===== config.mk =====
export PLATFORM = sky130hd
export DESIGN_NAME = corridor_obstacle_speed_limiter_core
export DESIGN_NICKNAME = d
export VERILOG_FILES = /design/src/hdl/cosl_pkg.sv /design/src/hdl/corridor_obstacle_speed_limiter_core.sv /design/src/hdl/cosl_datapath.sv /design/src/hdl/cosl_ctrl.sv
export SDC_FILE = /design/constraint.sdc
export NUM_CORES = 2
export LEC_CHECK = 0
export BUFFER_PORTS_ARGS = -buffer_cell sky130_fd_sc_hd__buf_4
export CAP_MARGIN = 0
export CORE_MARGIN = 4
export CORE_UTILIZATION = 60
export CTS_BUF_LIST = sky130_fd_sc_hd__clkbuf_4 sky130_fd_sc_hd__clkbuf_8
export DETAILED_ROUTE_END_ITERATION = 6
export GPL_TIMING_DRIVEN = 0
export PLACE_DENSITY_LB_ADDON = 0.25
export SYNTH_ARGS = -nofsm -noshare
export SYNTH_HDL_FRONTEND = slang
export SYNTH_SLANG_ARGS = --single-unit

===== constraint.sdc =====
create_clock -name clk -period 8.79 [get_ports clk]
set_clock_uncertainty 0.1 [all_clocks]
set_input_delay 0.4395 -clock clk [delete_from_list [all_inputs] [get_ports clk]]
set_output_delay 0.4395 -clock clk [all_outputs]
set_load 0.05 [all_outputs]

===== src/hdl/cosl_pkg.sv =====
// Shared constants, codes and controller/datapath interface types.
`timescale 1ns / 1ps
package cosl_pkg;

    // Field widths
    localparam int COORD_WIDTH     = 16;
    localparam int VEL_WIDTH       = 16;
    localparam int HW_WIDTH        = 15;
    localparam int DIST_WIDTH      = 31;
    localparam int MIN_WIDTH       = 32;
    localparam int STATUS_WIDTH    = 2;
    localparam int CFG_INDEX_WIDTH = 2;
    localparam int CFG_DATA_WIDTH  = 31;

    // Derived widths for squaring and comparing
    localparam int SQ_WIDTH      = 2 * COORD_WIDTH;
    localparam int SUM_WIDTH     = SQ_WIDTH + 1;
    localparam int EXT_WIDTH     = (SUM_WIDTH > MIN_WIDTH) ? SUM_WIDTH : MIN_WIDTH;
    localparam int MAG_CMP_WIDTH = (COORD_WIDTH > HW_WIDTH) ? COORD_WIDTH : HW_WIDTH;

    // Divider widths: quotient is below the positive speed
    localparam int QUO_WIDTH  = VEL_WIDTH - 1;
    localparam int PROD_WIDTH = QUO_WIDTH + DIST_WIDTH;
    localparam int CNT_WIDTH  = $clog2(QUO_WIDTH);
    localparam logic [CNT_WIDTH-1:0] DIV_LAST = CNT_WIDTH'(QUO_WIDTH - 1);

    // Register indexes
    localparam logic [CFG_INDEX_WIDTH-1:0] CFG_HALF_WIDTH = 2'd0;
    localparam logic [CFG_INDEX_WIDTH-1:0] CFG_STOP_DIST  = 2'd1;
    localparam logic [CFG_INDEX_WIDTH-1:0] CFG_SLOW_DIST  = 2'd2;

    // Register reset values
    localparam logic [HW_WIDTH-1:0]   HALF_WIDTH_RST = 15'd819;
    localparam logic [DIST_WIDTH-1:0] STOP_DIST_RST  = 31'd3355443;
    localparam logic [DIST_WIDTH-1:0] SLOW_DIST_RST  = 31'd10066330;
    localparam logic [MIN_WIDTH-1:0]  MIN_NONE       = '1;

    // Limit status codes
    localparam logic [STATUS_WIDTH-1:0] STAT_PASS    = 2'd0;
    localparam logic [STATUS_WIDTH-1:0] STAT_SCALED  = 2'd1;
    localparam logic [STATUS_WIDTH-1:0] STAT_STOPPED = 2'd2;

    // Controller to datapath commands
    typedef struct packed {
        logic cap_point;
        logic cap_vel;
        logic upd_min;
        logic decide;
        logic div_step;
        logic load_out;
    } cosl_cmd_t;

    // Datapath to controller status
    typedef struct packed {
        logic scale;
    } cosl_stat_t;

endpackage


===== src/hdl/corridor_obstacle_speed_limiter_core.sv =====
// Top level of the corridor obstacle speed limiter.
//
//  channel  | handshake            | payload
//  ---------+----------------------+---------------------------------------------
//  in       | in_valid / in_ready  | mode, first_point, point_x, point_y,
//           |                      | linear_vel, angular_vel
//  out      | out_valid/out_ready  | out_linear_vel, out_angular_vel, limit_status
//  cfg      | cfg_write            | cfg_index, cfg_data
//
// Point items are taken one per cycle unless a velocity item is in progress:
// squares are registered, then summed and folded into the running minimum
// in the next cycle while the next item enters. A velocity item holds off input
// until done; if scaled, a restoring divider yields one quotient bit per cycle.
// Reset puts the registers at their defaults and the minimum at all ones.
// A result waiting on out_ready does not stall point items.
`timescale 1ns / 1ps
module corridor_obstacle_speed_limiter_core
    import cosl_pkg::*;
(
    input  logic                          clk,
    input  logic                          rst_n,
    input  logic                          cfg_write,
    input  logic [CFG_INDEX_WIDTH-1:0]    cfg_index,
    input  logic [CFG_DATA_WIDTH-1:0]     cfg_data,
    input  logic                          in_valid,
    output logic                          in_ready,
    input  logic                          mode,
    input  logic                          first_point,
    input  logic signed [COORD_WIDTH-1:0] point_x,
    input  logic signed [COORD_WIDTH-1:0] point_y,
    input  logic signed [VEL_WIDTH-1:0]   linear_vel,
    input  logic signed [VEL_WIDTH-1:0]   angular_vel,
    output logic                          out_valid,
    input  logic                          out_ready,
    output logic signed [VEL_WIDTH-1:0]   out_linear_vel,
    output logic signed [VEL_WIDTH-1:0]   out_angular_vel,
    output logic [STATUS_WIDTH-1:0]       limit_status
);

    cosl_cmd_t  cmd;
    cosl_stat_t stat;

    // Sequence items
    cosl_ctrl u_ctrl (
        .clk       (clk),
        .rst_n     (rst_n),
        .in_valid  (in_valid),
        .in_ready  (in_ready),
        .mode      (mode),
        .out_valid (out_valid),
        .out_ready (out_ready),
        .stat      (stat),
        .cmd       (cmd)
    );

    // Compute distances and limits
    cosl_datapath u_datapath (
        .clk             (clk),
        .rst_n           (rst_n),
        .cfg_write       (cfg_write),
        .cfg_index       (cfg_index),
        .cfg_data        (cfg_data),
        .first_point     (first_point),
        .point_x         (point_x),
        .point_y         (point_y),
        .linear_vel      (linear_vel),
        .angular_vel     (angular_vel),
        .cmd             (cmd),
        .stat            (stat),
        .out_linear_vel  (out_linear_vel),
        .out_angular_vel (out_angular_vel),
        .limit_status    (limit_status)
    );

endmodule


===== src/hdl/cosl_datapath.sv =====
// Datapath: config registers, squared distance minimum, multiply and restoring divide.
`timescale 1ns / 1ps
module cosl_datapath
    import cosl_pkg::*;
(
    input  logic                              clk,
    input  logic                              rst_n,
    input  logic                              cfg_write,
    input  logic [CFG_INDEX_WIDTH-1:0]        cfg_index,
    input  logic [CFG_DATA_WIDTH-1:0]         cfg_data,
    input  logic                              first_point,
    input  logic signed [COORD_WIDTH-1:0]     point_x,
    input  logic signed [COORD_WIDTH-1:0]     point_y,
    input  logic signed [VEL_WIDTH-1:0]       linear_vel,
    input  logic signed [VEL_WIDTH-1:0]       angular_vel,
    input  cosl_cmd_t                         cmd,
    output cosl_stat_t                        stat,
    output logic signed [VEL_WIDTH-1:0]       out_linear_vel,
    output logic signed [VEL_WIDTH-1:0]       out_angular_vel,
    output logic [STATUS_WIDTH-1:0]           limit_status
);

    logic [HW_WIDTH-1:0]    half_width_reg;
    logic [DIST_WIDTH-1:0]  stop_dist_reg;
    logic [DIST_WIDTH-1:0]  slow_dist_reg;
    logic [MIN_WIDTH-1:0]   min_reg;
    logic [MIN_WIDTH-1:0]   min_next;

    logic                   first_reg;
    logic                   in_corridor_reg;
    logic [SQ_WIDTH-1:0]    sqx_reg;
    logic [SQ_WIDTH-1:0]    sqy_reg;

    logic [VEL_WIDTH-1:0]   vel_reg;
    logic [VEL_WIDTH-1:0]   ang_reg;
    logic [STATUS_WIDTH-1:0] status_reg;
    logic [STATUS_WIDTH-1:0] status_next;
    logic [DIST_WIDTH-1:0]  den_reg;
    logic [PROD_WIDTH-1:0]  acc_reg;
    logic [PROD_WIDTH-1:0]  acc_next;

    logic [VEL_WIDTH-1:0]   out_lin_reg;
    logic [VEL_WIDTH-1:0]   out_lin_next;
    logic [VEL_WIDTH-1:0]   out_ang_reg;
    logic [STATUS_WIDTH-1:0] out_stat_reg;

    logic [COORD_WIDTH-1:0] x_mag;
    logic [COORD_WIDTH-1:0] y_mag;
    logic                   in_corridor;
    logic [SUM_WIDTH-1:0]   dist_sum;
    logic [EXT_WIDTH-1:0]   dist_ext;
    logic [MIN_WIDTH-1:0]   dist_sat;
    logic [MIN_WIDTH-1:0]   min_base;

    logic                   vel_pos;
    logic                   is_stop;
    logic                   is_scale;
    logic [MIN_WIDTH-1:0]   num_full;

    logic [DIST_WIDTH-1:0]  div_rem;
    logic [DIST_WIDTH:0]    div_trial;
    logic                   div_ge;
    logic [DIST_WIDTH:0]    div_diff;

    // Write configuration registers
    always_ff @(posedge clk or negedge rst_n)
    begin
        if (!rst_n)
        begin
            half_width_reg <= HALF_WIDTH_RST;
            stop_dist_reg  <= STOP_DIST_RST;
            slow_dist_reg  <= SLOW_DIST_RST;
        end
        else if (cfg_write)
        begin
            case (cfg_index)
                CFG_HALF_WIDTH: half_width_reg <= cfg_data[HW_WIDTH-1:0];
                CFG_STOP_DIST:  stop_dist_reg  <= cfg_data[DIST_WIDTH-1:0];
                CFG_SLOW_DIST:  slow_dist_reg  <= cfg_data[DIST_WIDTH-1:0];
                default:        ;
            endcase
        end
    end

    // Take magnitudes and test the corridor
    assign x_mag  = point_x[COORD_WIDTH-1] ? (~point_x + 1'b1) : point_x;
    assign y_mag  = point_y[COORD_WIDTH-1] ? (~point_y + 1'b1) : point_y;
    assign in_corridor = !point_x[COORD_WIDTH-1] && (point_x != '0)
                         && (MAG_CMP_WIDTH'(y_mag) < MAG_CMP_WIDTH'(half_width_reg));

    // Register squares of the point
    always_ff @(posedge clk)
    begin
        if (cmd.cap_point)
        begin
            first_reg       <= first_point;
            in_corridor_reg <= in_corridor;
            sqx_reg         <= SQ_WIDTH'(x_mag) * SQ_WIDTH'(x_mag);
            sqy_reg         <= SQ_WIDTH'(y_mag) * SQ_WIDTH'(y_mag);
        end
    end

    // Sum, saturate and fold into the running minimum
    assign dist_sum = SUM_WIDTH'(sqx_reg) + SUM_WIDTH'(sqy_reg);
    assign dist_ext = EXT_WIDTH'(dist_sum);
    assign dist_sat = (dist_ext > EXT_WIDTH'(MIN_NONE)) ? MIN_NONE
                                                        : dist_ext[MIN_WIDTH-1:0];
    assign min_base = first_reg ? MIN_NONE : min_reg;

    always_comb
    begin
        min_next = min_reg;
        if (cmd.upd_min)
        begin
            min_next = (in_corridor_reg && (dist_sat < min_base)) ? dist_sat : min_base;
        end
    end

    always_ff @(posedge clk or negedge rst_n)
    begin
        if (!rst_n)
        begin
            min_reg <= MIN_NONE;
        end
        else
        begin
            min_reg <= min_next;
        end
    end

    // Hold the velocity item
    always_ff @(posedge clk)
    begin
        if (cmd.cap_vel)
        begin
            vel_reg <= linear_vel;
            ang_reg <= angular_vel;
        end
    end

    // Classify the speed against the thresholds
    assign vel_pos  = !vel_reg[VEL_WIDTH-1] && (vel_reg != '0);
    assign is_stop  = vel_pos && (min_reg < MIN_WIDTH'(stop_dist_reg));
    assign is_scale = vel_pos && !is_stop && (slow_dist_reg > stop_dist_reg)
                      && (min_reg < MIN_WIDTH'(slow_dist_reg));
    assign num_full = min_reg - MIN_WIDTH'(stop_dist_reg);
    assign stat.scale = is_scale;

    always_comb
    begin
        if (is_stop)
        begin
            status_next = STAT_STOPPED;
        end
        else if (is_scale)
        begin
            status_next = STAT_SCALED;
        end
        else
        begin
            status_next = STAT_PASS;
        end
    end

    // One restoring divide step per cycle
    assign div_rem   = acc_reg[PROD_WIDTH-1 -: DIST_WIDTH];
    assign div_trial = {div_rem, acc_reg[QUO_WIDTH-1]};
    assign div_ge    = div_trial >= {1'b0, den_reg};
    assign div_diff  = div_ge ? (div_trial - {1'b0, den_reg}) : div_trial;

    always_comb
    begin
        acc_next = acc_reg;
        if (cmd.decide)
        begin
            acc_next = PROD_WIDTH'(vel_reg[QUO_WIDTH-1:0])
                       * PROD_WIDTH'(num_full[DIST_WIDTH-1:0]);
        end
        else if (cmd.div_step)
        begin
            acc_next = {div_diff[DIST_WIDTH-1:0], acc_reg[QUO_WIDTH-2:0], div_ge};
        end
    end

    always_ff @(posedge clk)
    begin
        acc_reg <= acc_next;
        if (cmd.decide)
        begin
            status_reg <= status_next;
            den_reg    <= slow_dist_reg - stop_dist_reg;
        end
    end

    // Select the limited speed
    always_comb
    begin
        case (status_reg)
            STAT_SCALED:  out_lin_next = {1'b0, acc_reg[QUO_WIDTH-1:0]};
            STAT_STOPPED: out_lin_next = '0;
            default:      out_lin_next = vel_reg;
        endcase
    end

    // Load the output register
    always_ff @(posedge clk)
    begin
        if (cmd.load_out)
        begin
            out_lin_reg  <= out_lin_next;
            out_ang_reg  <= ang_reg;
            out_stat_reg <= status_reg;
        end
    end

    assign out_linear_vel  = out_lin_reg;
    assign out_angular_vel = out_ang_reg;
    assign limit_status    = out_stat_reg;

endmodule


===== src/hdl/cosl_ctrl.sv =====
// Controller: handshakes, item sequencing and divider step count.
`timescale 1ns / 1ps
module cosl_ctrl
    import cosl_pkg::*;
(
    input  logic       clk,
    input  logic       rst_n,
    input  logic       in_valid,
    output logic       in_ready,
    input  logic       mode,
    output logic       out_valid,
    input  logic       out_ready,
    input  cosl_stat_t stat,
    output cosl_cmd_t  cmd
);

    localparam logic [2:0] ST_IDLE = 3'd0;
    localparam logic [2:0] ST_SQ   = 3'd1;
    localparam logic [2:0] ST_MUL  = 3'd2;
    localparam logic [2:0] ST_DIV  = 3'd3;
    localparam logic [2:0] ST_FIN  = 3'd4;

    logic [2:0]           state_reg;
    logic [2:0]           state_next;
    logic [CNT_WIDTH-1:0] cnt_reg;
    logic [CNT_WIDTH-1:0] cnt_next;
    logic                 out_valid_reg;
    logic                 out_valid_next;
    logic                 accept;
    logic                 out_free;

    assign in_ready = (state_reg == ST_IDLE) || (state_reg == ST_SQ);
    assign accept   = in_valid && in_ready;
    assign out_free = !out_valid_reg || out_ready;

    // Sequence items and issue datapath commands
    always_comb
    begin
        state_next   = state_reg;
        cnt_next     = cnt_reg;
        cmd          = '0;
        cmd.cap_point = accept && !mode;
        cmd.cap_vel   = accept && mode;
        case (state_reg)
            ST_IDLE, ST_SQ:
            begin
                cmd.upd_min = (state_reg == ST_SQ);
                if (accept)
                begin
                    state_next = mode ? ST_MUL : ST_SQ;
                end
                else
                begin
                    state_next = ST_IDLE;
                end
            end
            ST_MUL:
            begin
                cmd.decide = 1'b1;
                cnt_next   = '0;
                state_next = stat.scale ? ST_DIV : ST_FIN;
            end
            ST_DIV:
            begin
                cmd.div_step = 1'b1;
                cnt_next     = cnt_reg + 1'b1;
                if (cnt_reg == DIV_LAST)
                begin
                    state_next = ST_FIN;
                end
            end
            ST_FIN:
            begin
                if (out_free)
                begin
                    cmd.load_out = 1'b1;
                    state_next   = ST_IDLE;
                end
            end
            default:
            begin
                state_next = ST_IDLE;
            end
        endcase
    end

    // Track the output register
    always_comb
    begin
        out_valid_next = out_valid_reg;
        if (cmd.load_out)
        begin
            out_valid_next = 1'b1;
        end
        else if (out_ready)
        begin
            out_valid_next = 1'b0;
        end
    end

    always_ff @(posedge clk or negedge rst_n)
    begin
        if (!rst_n)
        begin
            state_reg     <= ST_IDLE;
            cnt_reg       <= '0;
            out_valid_reg <= 1'b0;
        end
        else
        begin
            state_reg     <= state_next;
            cnt_reg       <= cnt_next;
            out_valid_reg <= out_valid_next;
        end
    end

    assign out_valid = out_valid_reg;

endmodule


==> results list <==
- Worst-case clock buffer depth: 3
* Signed area change from the synthesized netlist to the final layout: 15.4%
* Unrepaired setup endpoints after global routing: yes
- Tracing the worst setup path back leads to its startpoint at u_datapath.min_reg[0].
- GR Overflow Total: 0
* Critical register-to-register path startpoint: u_datapath.min_reg[0]
- In this run the cell area of the synthesized design comes to 0.0490 sq mm.
- Initial Util: 60.7%
- Num Clock Sinks: 326
- After technology mapping, the gate count stands at 5,227.
* Count of final max-slew check failures: 0
- The finished layout holds 6,733 standard cells, fillers aside.
* Number of global-route vias before repair: 40,800
- The first global-routing pass estimated 216,000 microns of wire.
* Layer with the highest usage: met2
- After layout, the worst path uses 104% of the clock period.
* I/O pin count: 140
- Using the TritonRoute via totals, the vias-per-cell ratio works out to 5.81.
- The checks that failed: DRC, setup timing.
- The die covers 0.0862 sq mm.
- Max-cap viol count: 0
- Worst slew slack as a fraction of its limit: 17.7%
- Detailed-router iteration count before antenna repair: 7
- For this block, the initial DRC count from the detailed router was 2,788.
- Die boundary width: 294 microns
* Final layout net count: 6,936
- In this run, synthesis produced a sequential element count of 326.
* H-Tree Depth: 2
- Worst endpoint data arrival time: 9460 ps
* Routed wire length: 138,000 microns
* GR Layer Usage met2: 54.9%
- Global routing consumed, over all layers together, 31.8% of the routing resources.
- The total area inside the core boundary comes to 0.0807 sq mm.
* Post-synthesis async set-or-reset flop share: 35.9%
- In this design, the stage delay of the slowest critical-path cell is 630 ps.
* Syn. warnings: 0
- Crit path max fanout: 3
- The largest individual stage delay along the critical path comes from the cell dfstp_2.
* Number of rows created at floorplan: 104
* Clock tree from TritonCTS: done
* Hold Crit Start: point_x[1]
- The initial antenna violation count came to 5.
- Via count: 39,100
- The flow ran to the end, but the final reports show violations.
- Worst Hold Class: in -> reg
* Worst setup path category: reg -> reg
- In this run, CTS created clock tree buffers numbering 56.
- At the placement stage, the worst setup path has a slack of -1980 ps.
* Final WS setup: -327 ps
* Fin. Hold Viols: 0
* Top cell type by total area after synthesis: fa_1
- Top post-synthesis cells by area: fa_1 (29%), ha_1 (13%), edfxtp_1 (13%)
- The root buffer cell chosen for the clock tree is clkbuf_8.
- Setup violations, final: 13
- STA classifies the critical path startpoint as a flop.
* Number of flops mapped to enable cells by yosys: 209
* DRC violation count after routing: 1
- The share of synthesized area in the top cell type comes to 28.9%.
- GR Util met3: 5.17%
- Endpoint type of the worst setup path: flop
- Layout cells sized above 1: 14.5%
- Global routing used 39.3% of the available met1 tracks.
- Post-detail-place hpwl: 109,000 microns
- Minimum clock period after layout: 9120 ps
- Data on the critical path is required at its endpoint by 9140 ps.
- Detailed-route wire length per cell: 20.4 microns
- Largest net degree at the start of global routing: 71
- Number of different library cells in the post-synthesis netlist: 84
* Post-synth top flop: edfxtp_1
- Count of port buffers added during placement: 139
- Clock-pin slew was measured on the worst setup and hold paths at 70 ps.
- Based on the critical path, the design can be clocked at up to 110 MHz.
- Avg Synthesized Cell Area: 9.36 sq um
- Worst-skew pair later-pin latency: 730 ps
* Global placer's final weighted congestion: 0.955
* Flip-flop count of the largest register, all copies and words added: 46
- From bottom edge to top edge, the die measures 294 microns.
- Once detail routing completed, the nets flagged for antenna violations numbered 0.
* Tightest Pin Transition: 1200 ps
- For this run, the register share of the synthesized area comes to 19.0%.
- Setup TNS: -1700 ps
* Dpl cells: 6,456
* Fraction of the core area covered by cells at the end of the flow: 70.0%
-- synth_stat cells, types with 11 or more instances --
library cell  number
a211o_1           11
a211oi_1          39
a21boi_0          11
a21o_1           114
a21oi_1          202
a31oi_1           14
and2_1           229
and3_1            19
clkbuf_1         142
clkinv_1          14
dfrtp_1           55
dfstp_2           62
edfxtp_1         209
fa_1             706
ha_1             503
inv_1           1027
mux2_2            69
mux2i_1           19
nand2_1          507
nand2b_1          65
nand3_1           35
nand4_1           40
nor2_1           306
nor2b_1           59
nor3_1            64
nor4_1            16
o211ai_1          12
o21a_1            37
o21ai_0          155
o21bai_1          24
o22a_1            32
o31ai_1           17
or2_2             11
or3_1             29
xnor2_1          133
xor2_1            82
-- cell families after synthesis --
logic type | synth area share [%]
AND/OR/NAND/NOR | 13.7
adder cells (fa/ha/maj) | 41.7
buffers and inverters | 9.27
AO/OA/AOI/OAI | 10.5
flip-flops | 19.0
XOR/XNOR | 3.85
multiplexers | 1.98
other | 0.0153
-- final cells by class --
class	instances	area (sq um)
Inverter	1043	3930
Timing Repair Buffer	326	2880
Fill cell	6071	24200
Clock inverter	18	302
Tap cell	1060	1330
Sequential cell	326	9280
Multi-Input combinational cell	3718	36900
Antenna cell	3	7.51
Clock buffer	87	1080
Buffer	152	781
-- path summary, 6_finish.rpt --
kind | slack [ps] | cells after the start | end
hold reg to reg | 320 | 0 | u_datapath.out_angular_vel[1]
max in group asynchronous | 7630 | 3 | u_datapath.min_reg[26]
setup / recovery | -330 | 34 | u_datapath.acc_reg[45]
min in group asynchronous | 170 | 2 | u_datapath.half_width_reg[3]
setup reg to reg | -330 | 34 | u_datapath.acc_reg[45]
hold / removal | 70 | 2 | u_datapath.sqx_reg[2]
-- through the flow --
step           cell area, sq um  hold slack (ps)
6_report                  56500             71.6
5_1_grt                   56500             47.2
4_1_cts                   55400             1.41
3_5_place_dp              51600              305
3_3_place_gp              51400              300
2_1_floorplan             49000             43.9
-- layer usage --
metal	up-vias	share of wire [%]
li1	17600	-
met4	2	6.2
met2	1601	49
met1	19400	38
met5	-	0.0094
met3	467	7.1
-- critical path: cells and delay by family, from the launching register on --
kind / cells / cell delay [ps]
compound gates: 9 / 2190
buf+inv: 5 / 380
fa+ha+maj: 9 / 3800
xor+xnor: 1 / 390
simple gates: 9 / 1300
flops: 1 / 630
mux: 1 / 140
-- layout by cell type, fill, tap and decap left out, types with 36 or more instances in the layout --
master	count
dlygate4sd3_1	69
xnor2_1	110
nor3_1	61
o21ai_0	130
edfxtp_1	209
nand2b_1	65
xor2_1	68
inv_1	988
nand4_1	40
dfstp_2	62
nor2_1	297
a21o_1	113
mux2_2	69
inv_2	40
nor2b_1	56
clkbuf_1	105
buf_4	229
and2_1	215
dfrtp_1	55
fa_1	682
clkbuf_8	75
nand2_1	496
o21a_1	36
a21oi_1	175
ha_1	466
-- repair_timing --
action / CTS / global route
buffers inserted: 63 / 47
hold endpoints to repair: 162 / 0
pin swaps: 126 / 183
gates cloned: 1 / 2
setup endpoints to repair: 40 / 43
hold buffers: 69 / 0
resized for setup: 262 / 191
Power is left out: the tool's default activity adds up to more than one toggle a clock period on the data nets, which glitch-free logic cannot reach.
